`src/rtl/rhc_pkg.sv`:
```
// Shared types and constants for the RGB to HSV converter pipeline.
package rhc_pkg;

    localparam int unsigned COMP_W   = 8;
    localparam int unsigned PIXEL_W  = 3 * COMP_W;
    localparam int unsigned HUE_W    = 9;
    localparam int unsigned SAT_W    = 16;
    localparam int unsigned DEN_W    = COMP_W + 1;
    localparam int unsigned HUE_Q_W  = 7;
    localparam int unsigned N_CELLS  = SAT_W;

    localparam logic [1:0] SEC_RED   = 2'd0;
    localparam logic [1:0] SEC_GREEN = 2'd1;
    localparam logic [1:0] SEC_BLUE  = 2'd2;

    localparam logic [HUE_W-1:0] BASE_RED   = HUE_W'(300);
    localparam logic [HUE_W-1:0] BASE_GREEN = HUE_W'(60);
    localparam logic [HUE_W-1:0] BASE_BLUE  = HUE_W'(180);
    localparam logic [HUE_W-1:0] HUE_WRAP   = HUE_W'(360);

    typedef struct packed {
        logic [COMP_W-1:0] sat_rem;
        logic [SAT_W-1:0]  sat_dvd;
        logic [DEN_W-1:0]  hue_rem;
        logic [SAT_W-1:0]  hue_dvd;
        logic [DEN_W-1:0]  den;
        logic [COMP_W-1:0] mx;
        logic [1:0]        sector;
        logic              grey;
        logic              black;
    } rhc_word_t;

endpackage

```
`src/rtl/rgb_to_hsv_converter_core.sv`:
```
// RGB to HSV converter: prep stage, chain of division cells, output stage.
// Registers from input accept to output valid: 1 prep, 16 cells, 1 output register.
// Throughput: one pixel word per cycle unless out_ready stalls the chain; each cell handles one quotient bit.
// Any stage with a free register accepts a word, so stalls squeeze bubbles out.
// Reset: rst_n asynchronous, active low, clears all valid flags; no other state.
module rgb_to_hsv_converter_core (
    input  logic                       clk,
    input  logic                       rst_n,
    input  logic [rhc_pkg::PIXEL_W-1:0] pixel_in,
    input  logic                       in_valid,
    output logic                       in_ready,
    output logic [rhc_pkg::HUE_W-1:0]   hue_deg,
    output logic [rhc_pkg::SAT_W-1:0]   saturation_frac,
    output logic [rhc_pkg::COMP_W-1:0]  value_level,
    output logic                       out_valid,
    input  logic                       out_ready
);
    import rhc_pkg::*;

    rhc_word_t chain_word  [0:N_CELLS];
    logic      chain_valid [0:N_CELLS];
    logic      chain_ready [0:N_CELLS];

    rhc_prep u_prep (
        .clk      (clk),
        .rst_n    (rst_n),
        .pixel_in (pixel_in),
        .up_valid (in_valid),
        .up_ready (in_ready),
        .dn_word  (chain_word[0]),
        .dn_valid (chain_valid[0]),
        .dn_ready (chain_ready[0])
    );

    for (genvar i = 0; i < N_CELLS; i++)
    begin : g_cell
        rhc_div_cell u_cell (
            .clk      (clk),
            .rst_n    (rst_n),
            .up_word  (chain_word[i]),
            .up_valid (chain_valid[i]),
            .up_ready (chain_ready[i]),
            .dn_word  (chain_word[i+1]),
            .dn_valid (chain_valid[i+1]),
            .dn_ready (chain_ready[i+1])
        );
    end

    rhc_post u_post (
        .clk             (clk),
        .rst_n           (rst_n),
        .up_word         (chain_word[N_CELLS]),
        .up_valid        (chain_valid[N_CELLS]),
        .up_ready        (chain_ready[N_CELLS]),
        .hue_deg         (hue_deg),
        .saturation_frac (saturation_frac),
        .value_level     (value_level),
        .dn_valid        (out_valid),
        .dn_ready        (out_ready)
    );

endmodule

```
`src/rtl/rhc_prep.sv`:
```
// Input stage: unpack the pixel, find max, min, sector and set up both dividends.
module rhc_prep (
    input  logic                       clk,
    input  logic                       rst_n,
    input  logic [rhc_pkg::PIXEL_W-1:0] pixel_in,
    input  logic                       up_valid,
    output logic                       up_ready,
    output rhc_pkg::rhc_word_t         dn_word,
    output logic                       dn_valid,
    input  logic                       dn_ready
);
    import rhc_pkg::*;

    logic [COMP_W-1:0]   r;
    logic [COMP_W-1:0]   g;
    logic [COMP_W-1:0]   b;
    logic [COMP_W-1:0]   mx;
    logic [COMP_W-1:0]   mn;
    logic [COMP_W-1:0]   delta;
    logic [1:0]          sector;
    logic signed [DEN_W-1:0] diff;
    logic signed [17:0]  diff_ext;
    logic signed [17:0]  delta_ext;
    logic signed [17:0]  t_full;
    logic [PIXEL_W-1:0]  sat_dividend;
    rhc_word_t           word_next;
    rhc_word_t           word_reg;
    logic                valid_reg;

    assign r = pixel_in[23:16];
    assign g = pixel_in[15:8];
    assign b = pixel_in[7:0];

    always_comb
    begin
        if (r >= g && r >= b)
        begin
            sector = SEC_RED;
            mx     = r;
            diff   = $signed({1'b0, g}) - $signed({1'b0, b});
        end
        else if (g >= b)
        begin
            sector = SEC_GREEN;
            mx     = g;
            diff   = $signed({1'b0, b}) - $signed({1'b0, r});
        end
        else
        begin
            sector = SEC_BLUE;
            mx     = b;
            diff   = $signed({1'b0, r}) - $signed({1'b0, g});
        end
        if (r <= g && r <= b)
            mn = r;
        else if (g <= b)
            mn = g;
        else
            mn = b;
    end

    assign delta        = mx - mn;
    assign diff_ext     = {{(18-DEN_W){diff[DEN_W-1]}}, diff};
    assign delta_ext    = $signed({10'd0, delta});
    assign t_full       = diff_ext * 18'sd120 + delta_ext * 18'sd121;
    assign sat_dividend = {delta, 16'd0} - {16'd0, delta};

    always_comb
    begin
        word_next.sat_rem = sat_dividend[PIXEL_W-1:SAT_W];
        word_next.sat_dvd = sat_dividend[SAT_W-1:0];
        word_next.hue_rem = '0;
        word_next.hue_dvd = t_full[SAT_W-1:0];
        word_next.den     = {delta, 1'b0};
        word_next.mx      = mx;
        word_next.sector  = sector;
        word_next.grey    = (delta == '0);
        word_next.black   = (mx == '0);
    end

    assign up_ready = !valid_reg || dn_ready;

    always_ff @(posedge clk or negedge rst_n)
    begin
        if (!rst_n)
            valid_reg <= 1'b0;
        else if (up_ready)
            valid_reg <= up_valid;
    end

    always_ff @(posedge clk)
    begin
        if (up_ready && up_valid)
            word_reg <= word_next;
    end

    assign dn_word  = word_reg;
    assign dn_valid = valid_reg;

endmodule

```
`src/rtl/rhc_div_cell.sv`:
```
// One restoring-division cell: one quotient bit of saturation and of hue.
module rhc_div_cell (
    input  logic               clk,
    input  logic               rst_n,
    input  rhc_pkg::rhc_word_t up_word,
    input  logic               up_valid,
    output logic               up_ready,
    output rhc_pkg::rhc_word_t dn_word,
    output logic               dn_valid,
    input  logic               dn_ready
);
    import rhc_pkg::*;

    logic [COMP_W:0]  sat_trial;
    logic [DEN_W:0]   hue_trial;
    logic             sat_bit;
    logic             hue_bit;
    logic [COMP_W:0]  sat_diff;
    logic [DEN_W:0]   hue_diff;
    rhc_word_t        word_next;
    rhc_word_t        word_reg;
    logic             valid_reg;

    assign sat_trial = {up_word.sat_rem, up_word.sat_dvd[SAT_W-1]};
    assign hue_trial = {up_word.hue_rem, up_word.hue_dvd[SAT_W-1]};
    assign sat_bit   = (sat_trial >= {1'b0, up_word.mx});
    assign hue_bit   = (hue_trial >= {1'b0, up_word.den});
    assign sat_diff  = sat_trial - {1'b0, up_word.mx};
    assign hue_diff  = hue_trial - {1'b0, up_word.den};

    always_comb
    begin
        word_next         = up_word;
        word_next.sat_rem = sat_bit ? sat_diff[COMP_W-1:0] : sat_trial[COMP_W-1:0];
        word_next.sat_dvd = {up_word.sat_dvd[SAT_W-2:0], sat_bit};
        word_next.hue_rem = hue_bit ? hue_diff[DEN_W-1:0] : hue_trial[DEN_W-1:0];
        word_next.hue_dvd = {up_word.hue_dvd[SAT_W-2:0], hue_bit};
    end

    assign up_ready = !valid_reg || dn_ready;

    always_ff @(posedge clk or negedge rst_n)
    begin
        if (!rst_n)
            valid_reg <= 1'b0;
        else if (up_ready)
            valid_reg <= up_valid;
    end

    always_ff @(posedge clk)
    begin
        if (up_ready && up_valid)
            word_reg <= word_next;
    end

    assign dn_word  = word_reg;
    assign dn_valid = valid_reg;

endmodule

```
`src/rtl/rhc_post.sv`:
```
// Output stage: add the sector offset, wrap hue, apply grey and black cases.
module rhc_post (
    input  logic                      clk,
    input  logic                      rst_n,
    input  rhc_pkg::rhc_word_t        up_word,
    input  logic                      up_valid,
    output logic                      up_ready,
    output logic [rhc_pkg::HUE_W-1:0]  hue_deg,
    output logic [rhc_pkg::SAT_W-1:0]  saturation_frac,
    output logic [rhc_pkg::COMP_W-1:0] value_level,
    output logic                      dn_valid,
    input  logic                      dn_ready
);
    import rhc_pkg::*;

    logic [HUE_W-1:0]  base;
    logic [HUE_W-1:0]  hue_sum;
    logic [HUE_W-1:0]  hue_next;
    logic [SAT_W-1:0]  sat_next;
    logic [HUE_W-1:0]  hue_reg;
    logic [SAT_W-1:0]  sat_reg;
    logic [COMP_W-1:0] val_reg;
    logic              valid_reg;

    always_comb
    begin
        unique case (up_word.sector)
            SEC_RED:   base = BASE_RED;
            SEC_GREEN: base = BASE_GREEN;
            SEC_BLUE:  base = BASE_BLUE;
            default:   base = BASE_BLUE;
        endcase
    end

    assign hue_sum = {2'b00, up_word.hue_dvd[HUE_Q_W-1:0]} + base;

    always_comb
    begin
        if (up_word.grey)
            hue_next = '0;
        else if (hue_sum >= HUE_WRAP)
            hue_next = hue_sum - HUE_WRAP;
        else
            hue_next = hue_sum;
        sat_next = up_word.black ? '0 : up_word.sat_dvd;
    end

    assign up_ready = !valid_reg || dn_ready;

    always_ff @(posedge clk or negedge rst_n)
    begin
        if (!rst_n)
            valid_reg <= 1'b0;
        else if (up_ready)
            valid_reg <= up_valid;
    end

    always_ff @(posedge clk)
    begin
        if (up_ready && up_valid)
        begin
            hue_reg <= hue_next;
            sat_reg <= sat_next;
            val_reg <= up_word.mx;
        end
    end

    assign hue_deg         = hue_reg;
    assign saturation_frac = sat_reg;
    assign value_level     = val_reg;
    assign dn_valid        = valid_reg;

endmodule

```
`config.mk`:
```
export PLATFORM = sky130hd
export DESIGN_NAME = rgb_to_hsv_converter_core
export DESIGN_NICKNAME = d
export VERILOG_FILES = /design/src/rtl/rhc_pkg.sv /design/src/rtl/rgb_to_hsv_converter_core.sv /design/src/rtl/rhc_prep.sv /design/src/rtl/rhc_div_cell.sv /design/src/rtl/rhc_post.sv
export SDC_FILE = /design/constraint.sdc
export NUM_CORES = 2
export LEC_CHECK = 0
export CAP_MARGIN = 20
export CORE_MARGIN = 2
export CORE_UTILIZATION = 55
export DETAILED_ROUTE_END_ITERATION = 12
export DONT_BUFFER_PORTS = 1
export HOLD_SLACK_MARGIN = 0.05
export PLACE_DENSITY = 0.74
export SYNTH_ARGS = -nofsm -noshare
export SYNTH_HDL_FRONTEND = slang
export SYNTH_HIERARCHICAL = 1
export SYNTH_SLANG_ARGS = --single-unit
```
`constraint.sdc`:
```
create_clock -name clk -period 10.22 [get_ports clk]
set_clock_uncertainty 0.15 [all_clocks]
set_input_delay 2.555 -clock clk [delete_from_list [all_inputs] [get_ports clk]]
set_output_delay 2.555 -clock clk [all_outputs]
set_load 0.1 [all_outputs]
```
==> results.ini <==
[floorplanning]
coreArea_sq_mm=0.09971
num_rows=116
ios=63
start_util_pct=55.30
die_y_microns=320.6
die_w_microns=320.6
die-area_sq_mm=0.1028

[clock_tree]
insertion_delay_ns=0.68
clockBufferDepth=3
clkTransAtPathRegs_ns=0.07
clockRootBuffer=clkbuf_16
cts_tree=yes
h-tree-depth=3
tritoncts.num_buffers=107
cts_sinks=1092

[worst_setup_path]
required_ns=10.48
end_kind=register
cp_max_fo=5
path_class=in -> reg
reg2reg_from=u_post/dn_valid
crit_path_start=pixel_in[1]
worst_path_largest_cell_delay_ns=0.55
setup.worst_path.start_class=input pin
reg2reg_setup_slack_ns=4.10
arrival_ns=10.05
slowest_stage=fa_1

[layout]
final_cells=5519
drive_above_1_share_pct=12.13
area_growth_pct=9.567
nets=4606
diodes=0
n_fill_cell=7344

[global_route]
antenna_found_initial=0
grtUsageTotal_pct=18.36
gr-total-overflow=0
grt_pass1_wl_microns=154400
grt_pass1_vias=31630
grt_max_degree=70

[timing]
finalCriticalPeriod_ns=9.788
finalSetupViolCount=0
timing.final.crit_share_pct=95.78
tightest_slew_ns=1.094
hold_viol_final=0
whs_ns=0.2482
maxSlewViolCount=0
rsz0062_at_grt=no
finalWorstSetupSlack_ns=0.4318
relSlewSlack_pct=27.05
max_freq_mhz=102.2

[detailed_routing]
drt_first_pass_iters=5
dr.first_iter.drc_count=1785
ant_nets=0
routedWlPerCell_microns=16.94
dr_total_vias=30360
drcViolationCount=0
finalWirelength_microns=93470
viasPerCell=5.501

[synth]
synth_area_sq_mm=0.05514
synthCells=4015
avgSynthCellArea_sq_um=13.73
ys_warn_count=6

[worst_hold_path]
hp-class=reg -> reg
hp-start=g_cell[5].u_cell/dn_word[3]

[placement]
placed_cells_incl_taps=5321
place_ws_ns=-0.2456
io_buffers=0
place.gp.congestion=0.8919
dp_hpwl_microns=66360

[status]
status=finished clean

[job]
max_cap_violations=0

layout make-up:
cell class,count,area (sq um),area share (%)
Multi-Input combinational cell,2407,20370,33.72
Clock inverter,60,641.9,1.063
Tap cell,1298,1624,2.688
Inverter,451,1693,2.802
Clock buffer,138,2834,4.691
Timing Repair Buffer,73,548.0,0.9072
Sequential cell,1092,32700,54.13
registers in the layout (all words and copies together) (netlist names):
register / flops
g_cell.u_cell/dn_valid: 16
g_cell.u_cell/dn_word: 986
u_post/dn_valid: 1
u_post/hue_deg: 9
u_post/saturation_frac: 16
u_post/value_level: 8
u_prep/dn_valid: 1
u_prep/dn_word: 55
cell usage in the layout (no fill, tap or decap), types with 76 or more instances in the layout:
| master | n |
|---|---|
| a21oi_1 | 184 |
| clkbuf_16 | 107 |
| edfxtp_1 | 1074 |
| ha_1 | 388 |
| inv_1 | 443 |
| mux2_4 | 105 |
| nand2_1 | 138 |
| nor2_1 | 188 |
| o21a_1 | 93 |
| o21ai_0 | 153 |
| xnor2_1 | 118 |
| xor2_1 | 76 |
layer usage:
layer  wire length, microns  global-route usage [%]
met5                      0                       0
met4                   2511                   5.874
met3                   2992                   2.886
met2                  51160                   35.54
met1                  36810                   20.33
final timing paths:
check,to,cells after the start
worst max-delay path,u_prep/dn_word[36],33
worst min-delay path,g_cell[6].u_cell/dn_word[3],0
worst max register to register,u_prep/dn_word[9],20
worst min register to register,g_cell[6].u_cell/dn_word[3],0
max in group asynchronous,g_cell[12].u_cell/dn_valid,0
min in group asynchronous,g_cell[4].u_cell/dn_valid,0
through the flow:
step / cell area (sq um) / util, % / TNS (ns)
after floorplan: 55190 / - / 0
after global placement: 56930 / 57.09 / -0.1112
after detailed placement: 56930 / 57.09 / -0.2567
after CTS: 60400 / 60.58 / 0
after global routing: 60410 / 60.59 / 0
final: 60410 / 60.59 / 0
repair_timing:
item | CTS | global route
buffers inserted | 0 | 0
hold buffers | 0 | 0
endpoints found under the setup margin | 0 | 1
gates resized for setup | 0 | 1
worst max-delay path, delay by kind of cell:
family / cells / cell delay (ns)
xor+xnor: 3 / 0.54
simple gates: 4 / 0.62
buf+inv: 5 / 0.44
fa+ha+maj: 9 / 3.41
compound gates: 12 / 2.45
Power is not shown: default switching activity piles up to over one toggle a cycle in this logic, so the estimate is an artifact.
